<file path="src/sv/skn_pkg.sv">
// skn_pkg: beat types, character constants and byte classifier for the
// search key normalizer. No dependencies.
package skn_pkg;

    typedef struct packed {
        logic [7:0] in_byte;
        logic       is_end;
    } t_in_beat;

    typedef struct packed {
        logic [6:0] out_char;
        logic       is_last;
    } t_out_beat;

    // Results produced by one accepted input beat (0, 1 or 2).
    typedef struct packed {
        logic [1:0] cnt;
        t_out_beat  first;
        t_out_beat  second;
    } t_push;

    typedef enum logic [1:0] {
        CLS_DROP,
        CLS_SPACE,
        CLS_CHAR
    } t_cls;

    typedef struct packed {
        t_cls       cls;
        logic [6:0] ch;
    } t_map;

    localparam logic [8:0] CAP_RESET = 9'd64;
    localparam logic [6:0] CH_SPACE  = 7'h20;
    localparam logic [6:0] CH_NUL    = 7'h00;
    localparam logic [7:0] B_DASH    = 8'h2D;
    localparam logic [7:0] B_APOS    = 8'h27;
    localparam logic [7:0] B_RQUOTE  = 8'h92;
    localparam logic [7:0] B_UP_A    = 8'h41;
    localparam logic [7:0] B_UP_Z    = 8'h5A;
    localparam logic [7:0] B_LO_A    = 8'h61;
    localparam logic [7:0] B_LO_Z    = 8'h7A;
    localparam logic [7:0] B_DIG_0   = 8'h30;
    localparam logic [7:0] B_DIG_9   = 8'h39;
    localparam logic [7:0] CASE_BIT  = 8'h20;

    // Output queue geometry.
    localparam int QDEPTH  = 4;
    localparam int QPTR_W  = $clog2(QDEPTH);
    localparam int QCNT_W  = $clog2(QDEPTH + 1);

    function automatic t_map map_byte(input logic [7:0] b);
        t_map m;
        m.cls = CLS_SPACE;
        m.ch  = CH_SPACE;
        if (b >= B_UP_A && b <= B_UP_Z) begin
            m.cls = CLS_CHAR;
            m.ch  = 7'(b | CASE_BIT);
        end else if ((b >= B_LO_A && b <= B_LO_Z) || (b >= B_DIG_0 && b <= B_DIG_9) ||
                     b == B_DASH) begin
            m.cls = CLS_CHAR;
            m.ch  = b[6:0];
        end else if (b == B_APOS || b == B_RQUOTE) begin
            m.cls = CLS_DROP;
            m.ch  = CH_NUL;
        end
        return m;
    endfunction

endpackage

</file>
<file path="src/sv/skn_core.sv">
// skn_core: key state and per-beat result generation.
// Depends on skn_pkg.
module skn_core (
    input  logic              i_clk,
    input  logic              i_rst_n,
    input  logic              i_cfg_we,
    input  logic [8:0]        i_cfg_wdata,
    input  logic              i_accept,
    input  skn_pkg::t_in_beat i_beat,
    output skn_pkg::t_push    o_push
);
    import skn_pkg::*;

    logic [8:0] r_cap, n_cap;
    logic       r_last_sp, n_last_sp;
    logic       r_pend, n_pend;
    logic [8:0] r_count, n_count;
    logic       r_full, n_full;
    t_map       w_map;
    logic       w_full_now;

    assign w_map      = map_byte(i_beat.in_byte);
    // 10-bit compare so count + 1 never wraps
    assign w_full_now = r_full || ({1'b0, r_count} + 10'd1 >= {1'b0, r_cap});

    always_comb begin
        n_cap     = i_cfg_we ? i_cfg_wdata : r_cap;
        n_last_sp = r_last_sp;
        n_pend    = r_pend;
        n_count   = r_count;
        n_full    = r_full;
        o_push    = '0;
        if (i_accept) begin
            if (i_beat.is_end || i_beat.in_byte == 8'd0) begin
                o_push.cnt          = 2'd1;
                o_push.first        = '{out_char: CH_NUL, is_last: 1'b1};
                n_last_sp           = 1'b1;
                n_pend              = 1'b0;
                n_count             = '0;
                n_full              = 1'b0;
            end else begin
                n_full = w_full_now;
                if (!w_full_now) begin
                    case (w_map.cls)
                        CLS_SPACE: begin
                            if (!r_last_sp) begin
                                n_last_sp = 1'b1;
                                n_pend    = 1'b1;
                                n_count   = r_count + 9'd1;
                            end
                        end
                        CLS_CHAR: begin
                            n_last_sp = 1'b0;
                            n_pend    = 1'b0;
                            n_count   = r_count + 9'd1;
                            if (r_pend) begin
                                o_push.cnt    = 2'd2;
                                o_push.first  = '{out_char: CH_SPACE, is_last: 1'b0};
                                o_push.second = '{out_char: w_map.ch, is_last: 1'b0};
                            end else begin
                                o_push.cnt    = 2'd1;
                                o_push.first  = '{out_char: w_map.ch, is_last: 1'b0};
                            end
                        end
                        default: ;
                    endcase
                end
            end
        end
    end

    always_ff @(posedge i_clk) begin
        if (!i_rst_n) begin
            r_cap     <= CAP_RESET;
            r_last_sp <= 1'b1;
            r_pend    <= 1'b0;
            r_count   <= '0;
            r_full    <= 1'b0;
        end else begin
            r_cap     <= n_cap;
            r_last_sp <= n_last_sp;
            r_pend    <= n_pend;
            r_count   <= n_count;
            r_full    <= n_full;
        end
    end

endmodule

</file>
<file path="src/sv/skn_outq.sv">
// skn_outq: small result queue taking up to two beats per cycle, one out while i_stall is low.
// Depends on skn_pkg.
module skn_outq (
    input  logic               i_clk,
    input  logic               i_rst_n,
    input  skn_pkg::t_push     i_push,
    output logic               o_busy,
    output logic               o_valid,
    input  logic               i_stall,
    output skn_pkg::t_out_beat o_data
);
    import skn_pkg::*;

    t_out_beat          r_mem [QDEPTH];
    logic [QPTR_W-1:0]  r_rd_ptr, n_rd_ptr;
    logic [QPTR_W-1:0]  r_wr_ptr, n_wr_ptr;
    logic [QCNT_W-1:0]  r_count, n_count;
    logic               w_pop;
    logic [QPTR_W-1:0]  w_wr_next;

    assign o_valid   = r_count != '0;
    assign o_data    = r_mem[r_rd_ptr];
    // busy while fewer than two free slots remain
    assign o_busy    = r_count > QCNT_W'(QDEPTH - 2);
    assign w_pop     = o_valid && !i_stall;
    assign w_wr_next = r_wr_ptr + QPTR_W'(1);

    always_comb begin
        n_rd_ptr = r_rd_ptr + QPTR_W'(w_pop);
        n_wr_ptr = r_wr_ptr + QPTR_W'(i_push.cnt);
        n_count  = r_count + QCNT_W'(i_push.cnt) - QCNT_W'(w_pop);
    end

    always_ff @(posedge i_clk) begin
        if (!i_rst_n) begin
            r_rd_ptr <= '0;
            r_wr_ptr <= '0;
            r_count  <= '0;
        end else begin
            r_rd_ptr <= n_rd_ptr;
            r_wr_ptr <= n_wr_ptr;
            r_count  <= n_count;
        end
    end

    always_ff @(posedge i_clk) begin
        if (i_push.cnt != 2'd0) begin
            r_mem[r_wr_ptr] <= i_push.first;
        end
        if (i_push.cnt == 2'd2) begin
            r_mem[w_wr_next] <= i_push.second;
        end
    end

endmodule

</file>
<file path="src/sv/search_key_normalizer.sv">
// search_key_normalizer: byte stream to normalized search key characters.
// Throughput: one input beat per cycle while o_stall is low; output one beat per
// cycle while i_stall is low, set by the single output port of the result queue
// (a beat may make two results). Reset (synchronous, active low) empties the
// queue, clears key state and sets key_capacity to 64. Depends on skn_pkg,
// skn_core, skn_outq.
module search_key_normalizer (
    input  logic               i_clk,
    input  logic               i_rst_n,
    // configuration: key_capacity
    input  logic               i_cfg_we,
    input  logic [8:0]         i_cfg_wdata,
    // input channel
    input  logic               i_valid,
    output logic               o_stall,
    input  skn_pkg::t_in_beat  i_data,
    // output channel
    output logic               o_valid,
    input  logic               i_stall,
    output skn_pkg::t_out_beat o_data
);
    import skn_pkg::*;

    t_push w_push;
    logic  w_accept;
    logic  w_busy;

    // Stall comes from registered queue fill only, so it never looks at valid.
    assign o_stall  = w_busy;
    assign w_accept = i_valid && !w_busy;

    // Key state: lowering, space collapsing, held space, capacity limit.
    // Results of an accepted beat go straight into the queue next edge.
    skn_core u_core (
        .i_clk       (i_clk),
        .i_rst_n     (i_rst_n),
        .i_cfg_we    (i_cfg_we),
        .i_cfg_wdata (i_cfg_wdata),
        .i_accept    (w_accept),
        .i_beat      (i_data),
        .o_push      (w_push)
    );

    // Result queue parts the two sides: input keeps flowing while a
    // result waits, and a held space plus its character drain in order.
    skn_outq u_outq (
        .i_clk   (i_clk),
        .i_rst_n (i_rst_n),
        .i_push  (w_push),
        .o_busy  (w_busy),
        .o_valid (o_valid),
        .i_stall (i_stall),
        .o_data  (o_data)
    );

endmodule

</file>
<file path="config.mk">
export PLATFORM = sky130hd
export DESIGN_NAME = search_key_normalizer
export DESIGN_NICKNAME = d
export VERILOG_FILES = /design/src/sv/skn_pkg.sv /design/src/sv/skn_core.sv /design/src/sv/skn_outq.sv /design/src/sv/search_key_normalizer.sv
export SDC_FILE = /design/constraint.sdc
export NUM_CORES = 1
export LEC_CHECK = 0
export BUFFER_PORTS_ARGS = -buffer_cell sky130_fd_sc_hd__buf_2
export CORE_MARGIN = 5
export CORE_UTILIZATION = 64
export CTS_CLUSTER_DIAMETER = 150
export DETAILED_ROUTE_END_ITERATION = 10
export HOLD_SLACK_MARGIN = 0.03
export PLACE_DENSITY = 0.85
export SYNTH_ARGS = -nofsm -noshare
export SYNTH_HDL_FRONTEND = slang
export SYNTH_SLANG_ARGS = --single-unit
</file>
<file path="constraint.sdc">
create_clock -name i_clk -period 8.4 [get_ports i_clk]
set_input_delay 0 -clock i_clk [delete_from_list [all_inputs] [get_ports i_clk]]
set_output_delay 0 -clock i_clk [all_outputs]
set_load 0.005 [all_outputs]
</file>
==> impl_metrics.toml, run 1 <==
[status]
status = "complete, no violations"

[drt]
vias = 2759
drt_iter0_drc = 249
route.antenna.remaining_nets = 0
wl_per_cell_um = 16.78
drc = 0
avgViaCountPerCell = 5.985
drtPass1Iterations = 5
drt-total-wl_um = 7737

[yosys]
synth-async-reset-ratio_pct = 0
synth_top_area_share_pct = 23.95
synth_nets = 387
synthXorXnorAreaFrac_pct = 2.744
postSynthCellCount = 346
yosysUniqueCellTypes = 63
synth_top_family_by_area = "simple AND/OR/NAND/NOR gates"
yosys_register_bits = 60
syn_avg_cell_area_um2 = 10.15
synth_warnings = 0
synth_compound_area_share_pct = 15.68
yosysTopAreaCell = "edfxtp_1"
syn_area_um2 = 3511
synth.area.mux_share_pct = 8.019
yosys-top-cells-area = "edfxtp_1 24%, dfxtp_1 18%, ha_1 6.1%"
synth-adder-area-share_pct = 6.629
synth_ff_type = "dfxtp_1"
synth_enable_flop_cells = 28
synth-simple-area-share_pct = 20.92
synth-seq-area-share_pct = 42.20

[sta]
finalHoldViolCount = 0
finalSetupViolCount = 0
layout_setup_ws_ns = 4.614
fin_crit_ns = 3.786
rsz0062_at_grt = "no"
tightest_slew_ns = 1.101
setup_tns_ns = 0
slew_headroom_pct = 25.81
finClkSkew_ns = 0.006935
min_period_over_period_pct = 45.07
maxSlewViolCount = 0
hold_slack_ns = 0.04856
fmax_ghz = 0.2641

[clock_tree]
worstSkewPairLatency_ns = 0.35
post_cts_buffers = 0
root_buffer = "clkbuf_8"
htreeDepth = 3
numCtsBuffers = 9
clkTransAtPathRegs_ns = 0.07
cts_max_path_buffers = 2
cts_tree = "done"
cts.sinks = 60
cts_resized = 0

[floorplan]
die_width_um = 84.07
std_cell_rows = 27
core_area_um2 = 5405
start_util_pct = 64.95
ios = 33
die-area_um2 = 7067
die_h_um = 84.07

[global_route]
overflow = 0
grt_usage_pct = 23.50
grt_max_degree = 30
grt_pass1_wl_um = 13220
grt_pass1_vias = 2785
antenna_found_initial = 0

[pwr]
p_comb_share_pct = 23.5
power_density_nw_per_um2 = 210.3
power.clock.fraction_pct = 33.8
peakVddDrop_uv = 130.3
power.total_uw = 841.8
switching_share_pct = 29.52
power_leakage_nw = 1.501
p_int_uw = 593.3
power_switching_uw = 248.5
sequentialPowerShare_pct = 42.7

[setup_path]
cp.arrival_ns = 3.75
crit_required_ns = 8.37
slowest_delay_ns = 0.93
cpMostUsedCell = "nand3_1"
critPathSlowestCell = "o21ai_0"
cp-end-kind = "register"
crit_family = "compound AO/OA/AOI/OAI gates"
crit_type = "reg -> reg"
cp_max_fo = 7
start_kind = "register"
critical_path_buf_inv_count = 0
path_cells = "nand3_1 -> nor2_1 -> nand3_1 -> or2_2 -> nand2_1 -> ha_1 -> a21o_1 -> a211oi_4 -> and3_2 -> o2111ai_2 -> o21ai_0"

[final_layout]
seq_area_um2 = 1481
multi_input_area_um2 = 1896
stdcell_count = 461
drive_gt1_share_pct = 22.11
n_antenna_cell = 0
final_net_count = 425
fillers = 384
area_growth_syn_to_layout_pct = 14.04

[run]
maxCapViolCount = 0

[placed_design]
dpl.hpwl_um = 5481
place.port_buffers = 32
pre_cts_ws_ns = 4.612
place_inst = 436
gp_congestion = 0.9553

[min_path]
hold_class = "in -> reg"
layout make-up:
class,instances,area share [%]
Multi-Input combinational cell,253,47.34
Sequential cell,60,37.00
Timing Repair Buffer,41,6.250
Clock buffer,9,3.094
Clock inverter,7,2.281
Tap cell,72,2.250
Inverter,19,1.781
tightest hold or removal path, stage by stage:
cell	delay (ns)
buf_2	0.19
nand2_1	0.09
o211ai_1	0.07
worst paths after layout:
path	from	end	slack, ns	depth (start not counted)
min	i_cfg_we	u_core.r_cap[6]	0.05	3
min reg2reg	u_outq.r_mem[1][0]	u_outq.r_mem[1][0]	0.48	2
max	u_core.r_count[2]	u_outq.r_mem[0][2]	4.61	11
max reg2reg	u_core.r_count[2]	u_outq.r_mem[0][2]	4.61	11
metrics by stage:
| stage | instance area, um^2 | utilization (%) |
|---|---|---|
| floorplan | 3511 | - |
| global placement | 3699 | 68.43 |
| detailed placement | 3699 | 68.43 |
| CTS | 4004 | 74.07 |
| global route | 4004 | 74.07 |
| finish | 4004 | 74.07 |
placed cells by master, fill, tap and decap left out, types with 6 or more instances in the layout:
| cell | Yosys | routed |
|---|---|---|
| a21oi_1 | 13 | 13 |
| and2_1 | 9 | 9 |
| buf_2 | 2 | 32 |
| clkbuf_8 | 0 | 9 |
| dfxtp_1 | 32 | 32 |
| dlygate4sd3_1 | 0 | 9 |
| edfxtp_1 | 28 | 28 |
| ha_1 | 17 | 17 |
| inv_1 | 19 | 19 |
| mux2i_1 | 9 | 9 |
| mux4_2 | 8 | 8 |
| nand2_1 | 27 | 27 |
| nand3_1 | 20 | 20 |
| nand4_1 | 9 | 9 |
| nor2_1 | 31 | 31 |
| nor2_2 | 6 | 6 |
| nor2b_1 | 12 | 12 |
| o21ai_0 | 8 | 8 |
| xnor2_1 | 7 | 7 |
power groups by stage:
stage / registers, mW / clock network, mW / logic [mW]
finish: 0.359 / 0.284 / 0.198
global placement: 0.364 / 0 / 0.187
CTS: 0.359 / 0.286 / 0.199
floorplan: 0.346 / 0 / 0.160
detailed placement: 0.366 / 0 / 0.193
global route: 0.365 / 0.303 / 0.225
registers in the layout, summed over array words and instances (netlist names):
register / count
u_core.r_cap: 9
u_core.r_pend: 1
u_core.r_full: 1
u_outq.r_rd_ptr: 2
u_core.r_count: 9
u_outq.r_count: 3
u_outq.r_mem: 32
u_outq.r_wr_ptr: 2
u_core.r_last_sp: 1
synthesized netlist by cell type (all sizes together), types with 4 or more instances:
library cell	instances
nand2b	5
a31oi	6
nor2b	12
o211ai	4
ha	17
xor2	4
xnor2	7
or3	4
dfxtp	32
mux4	8
o21ai	10
a21oi	15
a211oi	5
nor2	38
nand4	9
edfxtp	28
inv	19
and2	9
nand3	20
a21boi	7
mux2i	9
clkbuf	11
nand2	29
routing by layer:
| layer | vias up | GRT usage, % | routed length [um] | share of wire [%] |
|---|---|---|---|---|
| met3 | 15 | 5.232 | 368 | 4.8 |
| met2 | 83 | 39.81 | 4047 | 52 |
| met5 | - | 0 | 0 | 0 |
| li1 | 1341 | - | - | - |
| met4 | 0 | 9.211 | 159 | 2.1 |
| met1 | 1320 | 28.95 | 3161 | 41 |
cells by family after synthesis:
family,count (synthesis)
xor gates and xnor gates,11
and+or+nand+nor,139
AOI/OAI and AO/OA,67
DFF,60
muxes,18
adders and majority gates,18
buffers and inverters,33
repair_timing:
| action | in CTS | in global routing |
|---|---|---|
| hold buffers | 9 | 0 |
| setup endpoints to repair | 0 | 0 |
| hold endpoints to repair | 9 | 0 |
(Power assumes the default switching activity.)
==> run 2: changes to the inputs <==
CORE_UTILIZATION = 54   (was 64)
PLACE_DENSITY = 0.77   (was 0.85)
clock period = 3.3 ns   (was 8.4 ns; I/O delays follow)
==> impl_metrics.toml, run 2 (same netlist as run 1, synthesis figures left out) <==
[status]
status = "complete, no violations"

[clock_tree]
htreeDepth = 3
cts.sinks = 60
root_buffer = "clkbuf_8"
worstSkewPairLatency_ns = 0.35
numCtsBuffers = 9
cts_tree = "done"
clkTransAtPathRegs_ns = 0.07
cts_max_path_buffers = 2

[placed_design]
gp_congestion = 0.9054
place_area_um2 = 3857
place.port_buffers = 32
dpl.hpwl_um = 5772

[final_layout]
top_regs = "u_outq.r_mem x32, u_core.r_cap x9, u_core.r_count x9"
final_net_count = 449
layout_commonest_cell = "buf_2"
drive_gt1_share_pct = 30.51
n_antenna_cell = 0
largest-register = "u_outq.r_mem"
final_core_util_pct = 67.72
area_growth_syn_to_layout_pct = 22.49
fillers = 458
largest_register_ffs = 32
final_cell_mix = "32 x buf_2, 29 x nor2_1, 28 x edfxtp_1"
design_area_um2 = 4300

[sta]
fin_crit_ns = 3.196
setup_tns_ns = 0
finalSetupViolCount = 0
hold_slack_ns = 0.05065
rsz0062_at_grt = "yes"
tightest_slew_ns = 0.6959
min_period_over_period_pct = 96.86
fmax_ghz = 0.3129
slew_headroom_pct = 53.61
finalHoldViolCount = 0
maxSlewViolCount = 0
finClkSkew_ns = 0.008123

[setup_path]
cp.arrival_ns = 3.43
crit_required_ns = 3.54
start_kind = "register"
cp_max_fo = 5
crit_type = "reg -> reg"
cp-end-kind = "register"

[floorplan]
die_width_um = 90.63
std_cell_rows = 29
start_util_pct = 55.29
die-area_um2 = 8214
ios = 33
core_area_um2 = 6350
die_h_um = 90.63

[drt]
drt-total-wl_um = 8224
vias = 2857
drtPass1Iterations = 5
route.antenna.remaining_nets = 0
drc = 0
drt_iter0_drc = 219
wl_per_cell_um = 16.78
avgViaCountPerCell = 5.831

[global_route]
grt_pass1_wl_um = 13320
grt_max_degree = 30
grt_usage_pct = 20.26
antenna_found_initial = 0
grt_pass1_vias = 2767
overflow = 0

[pwr]
power.total_mw = 2.195
power_density_nw_per_um2 = 510.4
power_leakage_nw = 1.640
peakVddDrop_uv = 379.2

[run]
maxCapViolCount = 0

[min_path]
hold_class = "in -> reg"
-- run 2: cell count changes in the layout (fill, tap and decap cells not counted), sizes merged --
cell         delta
inv             +2
buf            +23
dlygate4sd3     +1
clkinvlp        -2
-- run 2: through the flow --
step,cells,worst slack (ns)
after floorplan,346,0.01354
after global placement,459,0.06486
after detailed placement,459,-0.004147
after CTS,485,0.0003235
after global routing,490,-0.04408
final,490,0.1036
-- run 2: metal layers --
layer	GRT usage (%)	vias to the layer above	routed length [um]
met2	34.08	86	4261
met3	5.500	17	432
met1	24.54	1364	3337
met4	7.816	0	192
met5	0	-	0
li1	-	1390	-
-- run 2: worst paths after layout --
path / slack [ns] / endpoint / startpoint / depth (start not counted)
setup / recovery: 0.10 / u_outq.r_count[2] / u_core.r_count[2] / 15
hold / removal: 0.05 / u_core.r_cap[6] / i_cfg_we / 3
setup reg to reg: 0.10 / u_outq.r_count[2] / u_core.r_count[2] / 15
hold reg to reg: 0.50 / u_outq.r_mem[1][0] / u_outq.r_mem[1][0] / 2
-- run 2: report_power, final --
group	switching (mW)	internal, mW
combinational	0.257	0.272
clock	0.322	0.430
sequential	0.0796	0.834
total	0.659	1.54
-- run 2: critical path: stages, from the launching register on --
cell and delay, ns:
dfxtp_4 0.39, nand3_4 0.09, nor2_4 0.13, nand3_2 0.08
or2_4 0.25, nand2_2 0.09, ha_4 0.21, a21o_1 0.20
a211oi_4 0.21, and3_4 0.22, o2111ai_2 0.13, ha_1 0.33
inv_1 0.05, fa_1 0.42, xnor2_1 0.13, and2_1 0.14
-- run 2: timing repair --
action | in CTS | in global routing
buffers inserted | 0 | 5
endpoints found under the setup margin | 1 | 16
hold endpoints to repair | 11 | 0
hold buffers | 10 | 0
pin swaps | 0 | 7
gates resized for setup | 3 | 15
-- run 2: cell type report --
class,count,area (um^2),area share (%)
clock buffers,9,123.9,2.880
inverters,19,71.32,1.658
clock inverters,7,98.84,2.299
well taps,77,96.34,2.240
flip-flops and latches,60,1495,34.77
multi-input cells,253,1982,46.09
repair buffers,65,432.9,10.07
==> run 3: changes to the inputs <==
CORE_UTILIZATION = 53   (was 54)
CTS_CLUSTER_DIAMETER = 80   (was 150)
PLACE_DENSITY = 0.75   (was 0.77)
SYNTH_HIERARCHICAL = 1   (was not set)
==> impl_metrics.toml, run 3 <==
[sta]
tightest_slew_ns = 0.6834
finalSetupViolCount = 3
rsz0062_at_grt = "yes"
min_period_over_period_pct = 101.3
finalHoldViolCount = 0
maxSlewViolCount = 0
layout_setup_ws_ns = -0.04421
fmax_ghz = 0.2990
hold_slack_ns = 0.02512
setup_tns_ns = -0.04792
fin_crit_ns = 3.344
finClkSkew_ns = 0.007668
slew_headroom_pct = 54.38

[global_route]
antenna_found_initial = 0
grt_max_degree = 14
grt_pass1_vias = 2658
grt_pass1_wl_um = 12500
grt_usage_pct = 19.23
overflow = 0

[setup_path]
cp-end-kind = "register"
crit_family = "adder cells"
r2r-start = "u_core/r_count[0]"
cp.depth = 16
crit_type = "reg -> reg"
cp_max_fo = 4
crit_required_ns = 3.53
slowest_delay_ns = 0.40
critical_path_buf_inv_count = 2
r2r_cells = 16
critPathSlowestCell = "fa_2"
start_kind = "register"
r2r-end = "u_outq/r_count[2]"
r2r_setup_slack_ns = -0.04
cp.arrival_ns = 3.58
path_cells = "and3_4 -> nand3_4 -> xnor2_2 -> ha_1 -> a211oi_2 -> o211ai_1 -> a21oi_2 -> o211ai_1 -> nor3_2 -> inv_1 -> ha_1 -> inv_2 -> fa_2 -> xnor2_2 -> xnor2_1 -> and2_1"

[drt]
drtPass1Iterations = 4
vias = 2567
wl_per_cell_um = 17.15
route.antenna.remaining_nets = 0
avgViaCountPerCell = 5.605
drt-total-wl_um = 7856
drt_iter0_drc = 107
drc = 0

[yosys]
yosysUniqueCellTypes = 61
yosys-top-cells-area = "edfxtp_1 28%, dfxtp_1 16%, mux2_2 11%"
yosys_register_bits = 60
postSynthCellCount = 290
synth-async-reset-ratio_pct = 0
synth_top_area_share_pct = 28.18
synth_enable_flop_cells = 32
synth_warnings = 6
synth_common_cells = "33 x mux2_2, 32 x edfxtp_1, 28 x dfxtp_1"
synth-seq-area-share_pct = 44.62
yosysMostFrequentCell = "mux2_2"
syn_area_um2 = 3410
syn_avg_cell_area_um2 = 11.76
synth_nets = 327
synth_ff_type = "edfxtp_1"
yosysTopAreaCell = "edfxtp_1"

[final_layout]
largest-register = "u_outq/r_mem"
n_antenna_cell = 0
multi_input_area_um2 = 1976
seq_area_um2 = 1528
final_cell_mix = "33 x buf_4, 32 x buf_2, 32 x edfxtp_1"
final_net_count = 413
fillers = 431
final_core_util_pct = 70.53
layout_commonest_cell = "buf_4"
design_area_um2 = 4453
area_growth_syn_to_layout_pct = 30.61
largest_register_ffs = 32
top_regs = "u_outq/r_mem x32, u_core/r_cap x9, u_core/r_count x9"
drive_gt1_share_pct = 43.57
stdcell_count = 458

[clock_tree]
cts.sinks = 60
cts_max_path_buffers = 2
root_buffer = "clkbuf_8"
numCtsBuffers = 9
worstSkewPairLatency_ns = 0.35
clkTransAtPathRegs_ns = 0.07
cts_tree = "done"
htreeDepth = 3

[pwr]
power_density_nw_per_um2 = 470.4
power_leakage_nw = 1.876
peakVddDrop_uv = 290.5

[min_path]
hold_depth = 2
hold_class = "in -> reg"
min-delay-start = "i_rst_n"
min_to = "u_outq/r_wr_ptr[0]"

[placed_design]
place_inst = 418
gp_congestion = 0.8243
dpl.hpwl_um = 5377
place_area_um2 = 3862
place.port_buffers = 32

[floorplan]
start_util_pct = 54.00
ios = 33
die_h_um = 90.21
die_width_um = 90.21
core_area_um2 = 6314
std_cell_rows = 29
die-area_um2 = 8137

[status]
violations = "setup timing"
status = "finished, violations left"

[run]
maxCapViolCount = 0
==> run 3: changes by cell type in the layout (fill, tap and decap cells not counted), moves of 6 or more <==
cell,previous run,this run
buf_4,23,33
nand3_1,18,5
mux2_4,0,21
inv_1,19,13
mux2_2,1,12
nand2_1,26,10
nor2b_1,12,1
and2_1,9,17
nand4_1,9,1
buf_6,0,6
nor2_1,29,20
a21oi_1,13,3
==> run 3: cell families (layout without fill, tap and decap cells) <==
| logic type | Yosys count | in the layout | share of synthesized area (%) |
|---|---|---|---|
| AND/OR/NAND/NOR | 87 | 88 | 14.86 |
| flip-flops | 60 | 60 | 44.62 |
| XOR/XNOR | 11 | 11 | 2.826 |
| adder cells (fa/ha/maj) | 14 | 14 | 5.358 |
| other | 1 | 1 | 0.1100 |
| multiplexers | 50 | 50 | 18.83 |
| AO/OA/AOI/OAI | 42 | 42 | 9.799 |
| buffers and inverters | 25 | 115 | 3.596 |
==> run 3: report_power, final <==
group / internal, mW / switching, mW
Sequential: 0.853 / 0.0699
Clock: 0.344 / 0.303
Combinational: 0.289 / 0.237
==> run 3: area by class of cell <==
class	instances	share of cell area, %
Clock buffer	9	2.782
Clock inverter	7	1.517
Sequential cell	60	34.31
Tap cell	77	2.164
Inverter	15	1.264
Timing Repair Buffer	84	13.60
Multi-Input combinational cell	206	44.37
==> run 3: worst max path at each step <==
stage,startpoint,slack (ns),endpoint
floorplan,u_core/r_count[2],-0.14,u_outq/r_count[2]
global placement,u_core/r_count[0],-0.05,u_outq/r_mem[0][1]
detailed placement,u_core/r_count[0],-0.13,u_outq/r_count[2]
CTS,u_core/r_count[0],-0.07,u_outq/r_count[2]
global route,u_core/r_count[0],-0.23,u_outq/r_count[2]
finish,u_core/r_count[0],-0.04,u_outq/r_count[2]
==> run 3: through the flow <==
step                setup WS (ns)  total power [mW]
finish                   -0.04421             2.095
global route              -0.2322             2.211
CTS                      -0.06513             2.078
detailed placement        -0.1265             1.411
global placement         -0.05443             1.386
floorplan                 -0.1390             1.256
==> run 3: what timing repair did <==
item / 4_1_cts / 5_1_grt
gates cloned: 1 / 0
hold buffers: 13 / 0
endpoints found under the hold margin: 14 / 0
setup endpoints to repair: 41 / 67
setup buffers: 0 / 10
resized for setup: 3 / 46
pin swaps: 1 / 15
==> run 3: routing by layer <==
layer	vias up	track usage [%]	wire, um	share of wire [%]
met3	23	4.090	252	3.2
met1	1244	20.97	3020	38
li1	1257	-	-	-
met4	0	7.692	228	2.9
met2	43	35.79	4355	55
met5	-	0	0	0
